<file path="config.mk">
export PLATFORM = sky130hd
export DESIGN_NAME = i2c_register_access_master_top
export DESIGN_NICKNAME = d
export VERILOG_FILES = /design/src/i2cram_pkg.sv /design/src/i2cram_engine.sv /design/src/i2c_register_access_master_top.sv
export SDC_FILE = /design/constraint.sdc
export NUM_CORES = 1
export LEC_CHECK = 0
export BUFFER_PORTS_ARGS = -buffer_cell sky130_fd_sc_hd__buf_4
export CAP_MARGIN = 20
export CORE_UTILIZATION = 63
export DETAILED_ROUTE_END_ITERATION = 10
export MAX_ROUTING_LAYER = met4
export PLACE_DENSITY = 0.84
export SKIP_LAST_GASP = 1
export SLEW_MARGIN = 20
export SYNTH_ARGS = -nofsm -noshare
export SYNTH_HDL_FRONTEND = slang
export SYNTH_HIERARCHICAL = 1
export SYNTH_SLANG_ARGS = --single-unit
</file>
<file path="constraint.sdc">
create_clock -name clk -period 5.22 [get_ports clk]
set_input_delay 0.522 -clock clk [delete_from_list [all_inputs] [get_ports clk]]
set_output_delay 0.522 -clock clk [all_outputs]
set_load 0.05 [all_outputs]
</file>
<file path="src/i2cram_pkg.sv">
// ----------------------------------------------------------------------------
// i2cram_pkg
// Types, codes and reset values shared by the I2C register access master.
// ----------------------------------------------------------------------------
package i2cram_pkg;

	// request function codes
	localparam logic [1:0] FUNC_TICK  = 2'd0;
	localparam logic [1:0] FUNC_READ  = 2'd1;
	localparam logic [1:0] FUNC_WRITE = 2'd2;

	// configuration register indexes
	localparam logic [1:0] CFG_DEV_ADDR    = 2'd0;
	localparam logic [1:0] CFG_ACK_TIMEOUT = 2'd1;

	localparam logic [6:0] DEV_ADDR_RST    = 7'h68;
	localparam logic [7:0] ACK_TIMEOUT_RST = 8'd250;

	// byte slot within a transaction
	localparam logic [1:0] SLOT_ADDR = 2'd0;
	localparam logic [1:0] SLOT_REG  = 2'd1;
	localparam logic [1:0] SLOT_DATA = 2'd2;

	typedef enum logic [3:0] {
		ST_IDLE       = 4'd0,
		ST_START_FALL = 4'd1,
		ST_START_LOW  = 4'd2,
		ST_TX_LOW     = 4'd3,
		ST_TX_HIGH    = 4'd4,
		ST_ACK_LOW    = 4'd5,
		ST_ACK_HIGH   = 4'd6,
		ST_RS_LOW     = 4'd7,
		ST_RS_HIGH    = 4'd8,
		ST_RX_LOW     = 4'd9,
		ST_RX_HIGH    = 4'd10,
		ST_NACK_LOW   = 4'd11,
		ST_NACK_HIGH  = 4'd12,
		ST_STOP_LOW   = 4'd13,
		ST_STOP_HIGH  = 4'd14,
		ST_STOP_REL   = 4'd15
	} step_t;

	typedef struct packed {
		logic [1:0] func;
		logic [7:0] reg_addr;
		logic [7:0] write_data;
		logic       sda_in;
	} req_t;

	typedef struct packed {
		logic       scl_level;
		logic       sda_level;
		logic       busy_res;
		logic       done_res;
		logic [7:0] read_data;
		logic       status;
	} rsp_t;

	typedef struct packed {
		logic [6:0] dev_addr;
		logic [7:0] ack_timeout;
	} cfg_t;

endpackage

</file>
<file path="src/i2cram_engine.sv">
// ----------------------------------------------------------------------------
// i2cram_engine
// Half-bit phase sequencer: one advance per request beat, result is comb.
// ----------------------------------------------------------------------------
module i2cram_engine (
	input  logic               clk,
	input  logic               arst_n,
	input  logic               step_en,
	input  i2cram_pkg::req_t   req,
	input  i2cram_pkg::cfg_t   cfg,
	output i2cram_pkg::rsp_t   rsp
);

	i2cram_pkg::step_t step_q, step_d;
	logic [1:0] slot_q, slot_d;
	logic [3:0] bit_count_q, bit_count_d;
	logic [7:0] shift_q, shift_d;
	logic [7:0] poll_q, poll_d;
	logic       is_read_q, is_read_d;
	logic [7:0] sreg_q, sreg_d;
	logic [7:0] sdata_q, sdata_d;
	logic       scl_q, scl_d;
	logic       sda_q, sda_d;
	logic [7:0] last_read_q, last_read_d;
	logic       status_q, status_d;
	logic       done;
	logic [3:0] bit_inc;

	assign bit_inc = bit_count_q + 4'd1;

	always_comb begin
		step_d      = step_q;
		slot_d      = slot_q;
		bit_count_d = bit_count_q;
		shift_d     = shift_q;
		poll_d      = poll_q;
		is_read_d   = is_read_q;
		sreg_d      = sreg_q;
		sdata_d     = sdata_q;
		scl_d       = scl_q;
		sda_d       = sda_q;
		last_read_d = last_read_q;
		status_d    = status_q;
		done        = 1'b0;
		case (step_q)
			i2cram_pkg::ST_IDLE: begin
				if (req.func == i2cram_pkg::FUNC_READ || req.func == i2cram_pkg::FUNC_WRITE) begin
					is_read_d   = (req.func == i2cram_pkg::FUNC_READ);
					sreg_d      = req.reg_addr;
					sdata_d     = req.write_data;
					status_d    = 1'b0;
					bit_count_d = 4'd0;
					poll_d      = 8'd0;
					step_d      = i2cram_pkg::ST_START_FALL;
					slot_d      = i2cram_pkg::SLOT_ADDR;
				end
			end
			i2cram_pkg::ST_START_FALL: begin
				scl_d  = 1'b1;
				sda_d  = 1'b0;
				step_d = i2cram_pkg::ST_START_LOW;
			end
			i2cram_pkg::ST_START_LOW: begin
				scl_d       = 1'b0;
				// repeated start happens only in the data slot of a read
				shift_d     = {cfg.dev_addr, slot_q == i2cram_pkg::SLOT_DATA};
				bit_count_d = 4'd0;
				step_d      = i2cram_pkg::ST_TX_LOW;
			end
			i2cram_pkg::ST_TX_LOW: begin
				scl_d  = 1'b0;
				sda_d  = shift_q[7];
				step_d = i2cram_pkg::ST_TX_HIGH;
			end
			i2cram_pkg::ST_TX_HIGH: begin
				scl_d       = 1'b1;
				shift_d     = {shift_q[6:0], 1'b0};
				bit_count_d = bit_inc;
				step_d      = (bit_inc >= 4'd8) ? i2cram_pkg::ST_ACK_LOW : i2cram_pkg::ST_TX_LOW;
			end
			i2cram_pkg::ST_ACK_LOW: begin
				scl_d  = 1'b0;
				sda_d  = 1'b1;
				poll_d = 8'd0;
				step_d = i2cram_pkg::ST_ACK_HIGH;
			end
			i2cram_pkg::ST_ACK_HIGH: begin
				scl_d = 1'b1;
				if (!req.sda_in) begin
					case (slot_q)
						i2cram_pkg::SLOT_ADDR: begin
							shift_d     = sreg_q;
							bit_count_d = 4'd0;
							slot_d      = i2cram_pkg::SLOT_REG;
							step_d      = i2cram_pkg::ST_TX_LOW;
						end
						i2cram_pkg::SLOT_REG: begin
							slot_d = i2cram_pkg::SLOT_DATA;
							if (is_read_q) begin
								step_d = i2cram_pkg::ST_RS_LOW;
							end else begin
								shift_d     = sdata_q;
								bit_count_d = 4'd0;
								step_d      = i2cram_pkg::ST_TX_LOW;
							end
						end
						default: begin
							slot_d = i2cram_pkg::SLOT_ADDR;
							if (is_read_q) begin
								shift_d     = 8'd0;
								bit_count_d = 4'd0;
								step_d      = i2cram_pkg::ST_RX_LOW;
							end else begin
								step_d = i2cram_pkg::ST_STOP_LOW;
							end
						end
					endcase
				end else if (poll_q >= cfg.ack_timeout) begin
					status_d = 1'b1;
					slot_d   = i2cram_pkg::SLOT_ADDR;
					step_d   = i2cram_pkg::ST_STOP_LOW;
				end else begin
					poll_d = poll_q + 8'd1;
				end
			end
			i2cram_pkg::ST_RS_LOW: begin
				scl_d  = 1'b0;
				sda_d  = 1'b1;
				step_d = i2cram_pkg::ST_RS_HIGH;
			end
			i2cram_pkg::ST_RS_HIGH: begin
				scl_d  = 1'b1;
				step_d = i2cram_pkg::ST_START_FALL;
			end
			i2cram_pkg::ST_RX_LOW: begin
				scl_d  = 1'b0;
				sda_d  = 1'b1;
				step_d = i2cram_pkg::ST_RX_HIGH;
			end
			i2cram_pkg::ST_RX_HIGH: begin
				scl_d       = 1'b1;
				shift_d     = {shift_q[6:0], req.sda_in};
				bit_count_d = bit_inc;
				step_d      = (bit_inc >= 4'd8) ? i2cram_pkg::ST_NACK_LOW : i2cram_pkg::ST_RX_LOW;
			end
			i2cram_pkg::ST_NACK_LOW: begin
				scl_d  = 1'b0;
				sda_d  = 1'b1;
				step_d = i2cram_pkg::ST_NACK_HIGH;
			end
			i2cram_pkg::ST_NACK_HIGH: begin
				scl_d  = 1'b1;
				step_d = i2cram_pkg::ST_STOP_LOW;
			end
			i2cram_pkg::ST_STOP_LOW: begin
				scl_d  = 1'b0;
				sda_d  = 1'b0;
				step_d = i2cram_pkg::ST_STOP_HIGH;
			end
			i2cram_pkg::ST_STOP_HIGH: begin
				scl_d  = 1'b1;
				step_d = i2cram_pkg::ST_STOP_REL;
			end
			i2cram_pkg::ST_STOP_REL: begin
				scl_d = 1'b1;
				sda_d = 1'b1;
				if (is_read_q && !status_q) begin
					last_read_d = shift_q;
				end
				step_d = i2cram_pkg::ST_IDLE;
				done   = 1'b1;
			end
			default: begin
				scl_d  = 1'b1;
				sda_d  = 1'b1;
				step_d = i2cram_pkg::ST_IDLE;
			end
		endcase
	end

	always_ff @(posedge clk or negedge arst_n) begin
		if (!arst_n) begin
			step_q      <= i2cram_pkg::ST_IDLE;
			slot_q      <= i2cram_pkg::SLOT_ADDR;
			bit_count_q <= 4'd0;
			shift_q     <= 8'd0;
			poll_q      <= 8'd0;
			is_read_q   <= 1'b0;
			sreg_q      <= 8'd0;
			sdata_q     <= 8'd0;
			scl_q       <= 1'b1;
			sda_q       <= 1'b1;
			last_read_q <= 8'd0;
			status_q    <= 1'b0;
		end else if (step_en) begin
			step_q      <= step_d;
			slot_q      <= slot_d;
			bit_count_q <= bit_count_d;
			shift_q     <= shift_d;
			poll_q      <= poll_d;
			is_read_q   <= is_read_d;
			sreg_q      <= sreg_d;
			sdata_q     <= sdata_d;
			scl_q       <= scl_d;
			sda_q       <= sda_d;
			last_read_q <= last_read_d;
			status_q    <= status_d;
		end
	end

	always_comb begin
		rsp.scl_level = scl_d;
		rsp.sda_level = sda_d;
		rsp.busy_res  = (step_d != i2cram_pkg::ST_IDLE);
		rsp.done_res  = done;
		rsp.read_data = last_read_d;
		rsp.status    = status_d;
	end

endmodule

</file>
<file path="src/i2c_register_access_master_top.sv">
// ----------------------------------------------------------------------------
// i2c_register_access_master_top
// I2C master for single-register reads and writes, one half-bit per beat.
// ----------------------------------------------------------------------------
// Every request beat is one half-bit phase of the bus: a begin beat latches
// the operands and the following tick beats drive SCL/SDA and sample SDA.
// Each request gives exactly one response. The block takes one request per
// clock unless the response side stalls: a beat lands in the input register,
// and the phase sequencer advances on it as it moves into the response
// register.
// Configuration (device address, acknowledge timeout) is to be written while idle; the block does not enforce it.
module i2c_register_access_master_top (
	input  logic               clk,
	input  logic               arst_n,
	input  logic               req_valid,
	output logic               req_ready,
	input  i2cram_pkg::req_t   req,
	output logic               rsp_valid,
	input  logic               rsp_ready,
	output i2cram_pkg::rsp_t   rsp,
	input  logic               cfg_valid,
	output logic               cfg_ready,
	input  logic [1:0]         cfg_index,
	input  logic [7:0]         cfg_data
);

	i2cram_pkg::cfg_t cfg_q;
	i2cram_pkg::req_t req_s1;
	i2cram_pkg::rsp_t rsp_next;
	logic             valid_s1;
	logic             adv_s1;
	logic             rsp_free;

	assign cfg_ready = 1'b1;

	always_ff @(posedge clk or negedge arst_n) begin
		if (!arst_n) begin
			cfg_q.dev_addr    <= i2cram_pkg::DEV_ADDR_RST;
			cfg_q.ack_timeout <= i2cram_pkg::ACK_TIMEOUT_RST;
		end else if (cfg_valid) begin
			case (cfg_index)
				i2cram_pkg::CFG_DEV_ADDR:    cfg_q.dev_addr    <= cfg_data[6:0];
				i2cram_pkg::CFG_ACK_TIMEOUT: cfg_q.ack_timeout <= cfg_data;
				default: ;
			endcase
		end
	end

	assign rsp_free  = !rsp_valid || rsp_ready;
	assign adv_s1    = valid_s1 && rsp_free;
	assign req_ready = !valid_s1 || rsp_free;

	always_ff @(posedge clk or negedge arst_n) begin
		if (!arst_n) begin
			valid_s1 <= 1'b0;
		end else if (req_ready) begin
			valid_s1 <= req_valid;
		end
	end

	always_ff @(posedge clk) begin
		if (req_ready && req_valid) begin
			req_s1 <= req;
		end
	end

	i2cram_engine u_engine (
		.clk     (clk),
		.arst_n  (arst_n),
		.step_en (adv_s1),
		.req     (req_s1),
		.cfg     (cfg_q),
		.rsp     (rsp_next)
	);

	always_ff @(posedge clk or negedge arst_n) begin
		if (!arst_n) begin
			rsp_valid <= 1'b0;
		end else if (rsp_free) begin
			rsp_valid <= valid_s1;
		end
	end

	always_ff @(posedge clk) begin
		if (adv_s1) begin
			rsp <= rsp_next;
		end
	end

endmodule

</file>
==> summary.txt <==
placed cell area = 5390 sq um
Filler Cells Inserted = 553
Setup Fix Bufs, Post-CTS = 0
hold_buf cts = 0
CTS H-tree lvls = 3
Worst-Margin Slew = 0.906 ns
peak supply drop = 0.264 mV
Non-Filler Instances = 545
Synth Net Count = 442
critical path arrival = 2.91 ns
Synth Register Bits = 103
worst hold slack = 0.263 ns
Vias per Instance = 6.23
Setup Total Neg Slack = 0 ns
Mapped Area = 5000 sq um
CTS Sinks = 103
final setup fails = 0
ratio of cells with drive above 1 in the final layout = 33.0%
Max clock buf depth = 2
Synth Instances = 397
post-route minimum period = 2.62 ns
# DRC = 0
Adder-Cell Fraction of Synth Area = 2.75%
Critical Path Fanout Max = 21
Area Overhead vs Synth = 11.3%
chip width = 91.1 um
Die Ht = 91.1 um
CP Class = register to register
final-report hold violation count = 0
Initial Utilization = 65.1%
Max Slew Vio Count = 0
sequential cell area = 2750 sq um
XOR/XNOR share of the synthesized area = 0.175%
GRT Total Usage = 25.8%
placed cells = 529
final instance area = 5570 sq um
worst path cell trace = nand2b_1, and2_1, buf_4, nor2b_1, o221ai_1, a211o_1, o22ai_1
Post-layout nets = 483
Detailed Place HPWL = 6.92 mm
Pre-Repair DR Iteration Count = 5
DRT iter0 DRCs = 341
Final period util = 50.1%
Worst path slowest cell = and2_1
compound-gate portion of the synthesized area = 11.7%
DRT Wirelength = 9.80 mm
area occupied by multi-input gates = 2050 sq um
initial antenna violation count = 0
Cell Pwr Density = 482 nW/um^2
Hold Crit Class = primary input to async pin
die footprint = 8300 sq um
Critical Path RT = 5.51 ns
CP startpoint kind = register
pin count of the biggest net entering global routing = 72
syn_area_per_cell = 12.6 sq um
Post-CTS Resized = 0
post-synthesis sequential area ratio = 55.0%
CTS Buf Count = 9
final antenna-violating net count = 0
largest family of logic cells by synthesized area = multiplexers
port bufs = 48
crit end category = register
Core Footprint = 7690 sq um
clk_skew = 0.0118 ns
Clock Latency Late Sink = 0.37 ns
cell family with most CP delay = simple AND/OR/NAND/NOR gates
vias in the first global route = 3352
Synth cell types = 70
GRT Residual Overflow = 0
Slew Limit Headroom = 39.6%
vias post-DR = 3396
FP Rows = 32
Top FF cell, synth = dfrtp_1
first-pass GRT wire length = 16.1 mm
diodes inserted = 0
ys async rst share = 68.9%
unrepaired setup endpoints after global routing = false
outcome = complete, no violations
routability cong. = 0.883
WL per Instance = 18.0 um
post-layout util = 72.5%
clock slew at reported path FFs = 0.11 ns
Synth warnings = 6
CTS tree = done
Synth Area in Simple Gates = 11.0%
FMAX = 382 MHz
crit-path max cell delay = 0.73 ns
mux cell area share after synthesis = 15.4%
leakage = 2.42 nW
Max Cap Viol = 0
I/O pin count = 50
crit path buf inv count = 1
Root Driver = clkbuf_8
Post-synth EDFFs = 32
==> layout by cell type, fill, tap and decap left out, types with 3 or more instances in the layout <==
master / Yosys / final
a211o_1: 3 / 3
a21o_1: 3 / 3
a21oi_1: 10 / 10
a221o_1: 9 / 9
a22o_1: 3 / 3
a31oi_1: 9 / 9
buf_4: 6 / 50
clkbuf_8: 0 / 9
dfrtp_1: 60 / 60
dfstp_2: 11 / 11
edfxtp_1: 32 / 32
ha_1: 11 / 11
inv_1: 21 / 21
mux2_2: 49 / 49
mux2_4: 7 / 7
mux2i_1: 9 / 9
nand2_1: 23 / 23
nand2b_1: 9 / 9
nand3_1: 10 / 10
nand4_1: 3 / 3
nor2_1: 15 / 15
nor2b_1: 4 / 4
nor3_1: 7 / 7
nor4_1: 3 / 3
o211ai_1: 4 / 4
o21ai_0: 13 / 13
==> final cells by class <==
cell class                      instances  area share (%)
Tap cell                              102            2.29
Inverter                               21            1.41
Clock inverter                          7            1.10
Multi-Input combinational cell        253            36.9
Sequential cell                       103            49.4
Timing Repair Buffer                   50            6.74
Clock buffer                            9            2.22
==> flip-flops by register name, summed over array words and instances (netlist names), 2 cells and up <==
register,count
req_s1,19
u_engine/sdata_q,8
u_engine/step_q,4
u_engine/slot_q,2
rsp,13
cfg_q,15
u_engine/shift_q,8
u_engine/last_read_q,8
u_engine/bit_count_q,4
u_engine/sreg_q,8
u_engine/poll_q,8
==> cells in the mapped netlist, drive strengths merged, types with 2 or more instances <==
library cell  number  area, sq um
a211o              3         26.3
and2               2         12.5
and4               2         17.5
mux2i              9         90.1
nand2             27          121
a221o              9         90.1
nor4               3         18.8
a21o               3         22.5
buf               14         96.3
dfstp             11          289
nor2b              4         25.0
nor3b              2         37.5
a21oi             11         58.8
o31a               2         17.5
o21ai             15         75.1
a31oi              9         56.3
nand3b             2         18.8
mux2              58          679
nand2b             9         56.3
edfxtp            32          961
nor2              15         56.3
inv               21         78.8
a22o               3         26.3
nand3             10         50.1
o211ai             4         30.0
dfrtp             60         1500
nor3               8         45.0
nand4              3         18.8
a41oi              2         17.5
ha                11          138
clkbuf             6         23.8
==> path summary, 6_finish.rpt <==
check | from | to | slack, ns | cells past startpoint
worst max-delay path | rsp_valid | u_engine/bit_count_q[2] | 2.60 | 7
worst min-delay path | arst_n | u_engine/step_q[1] | 0.26 | 1
worst max register to register | rsp_valid | u_engine/bit_count_q[2] | 2.60 | 7
worst min register to register | req_s1[13] | u_engine/sreg_q[4] | 0.47 | 1
max in group asynchronous | arst_n | u_engine/poll_q[3] | 4.37 | 1
min in group clk | req[8] | req_s1[8] | 0.32 | 1
==> where the power goes <==
part	total [mW]	switching [mW]	internal, mW
combinational	0.909	0.476	0.433
clock	0.482	0.298	0.184
sequential	1.30	0.239	1.06
total	2.69	1.01	1.67
==> per-stage QoR <==
step	setup WS, ns	total power [mW]
floorplan	2.83	2.00
global route	2.46	2.83
CTS	2.64	2.68
finish	2.60	2.69
global placement	2.56	2.16
detailed placement	2.46	2.21
==> logic make-up after synthesis <==
family	Yosys count
xor+xnor	1
compound gates	79
flops	103
simple gates	94
buf+inv	41
mux	67
fa+ha+maj	11
other cells	1
==> per-layer routing <==
layer	share of wire, %	up-vias	routed length, um	global-route usage [%]
li1	-	1567	-	-
met1	44	1647	4320	34.6
met2	48	161	4680	41.2
met3	6.6	21	651	4.36
met4	1.5	0	148	7.41
met5	0	-	0	-
No activity file was read; power rests on OpenSTA's default activity.
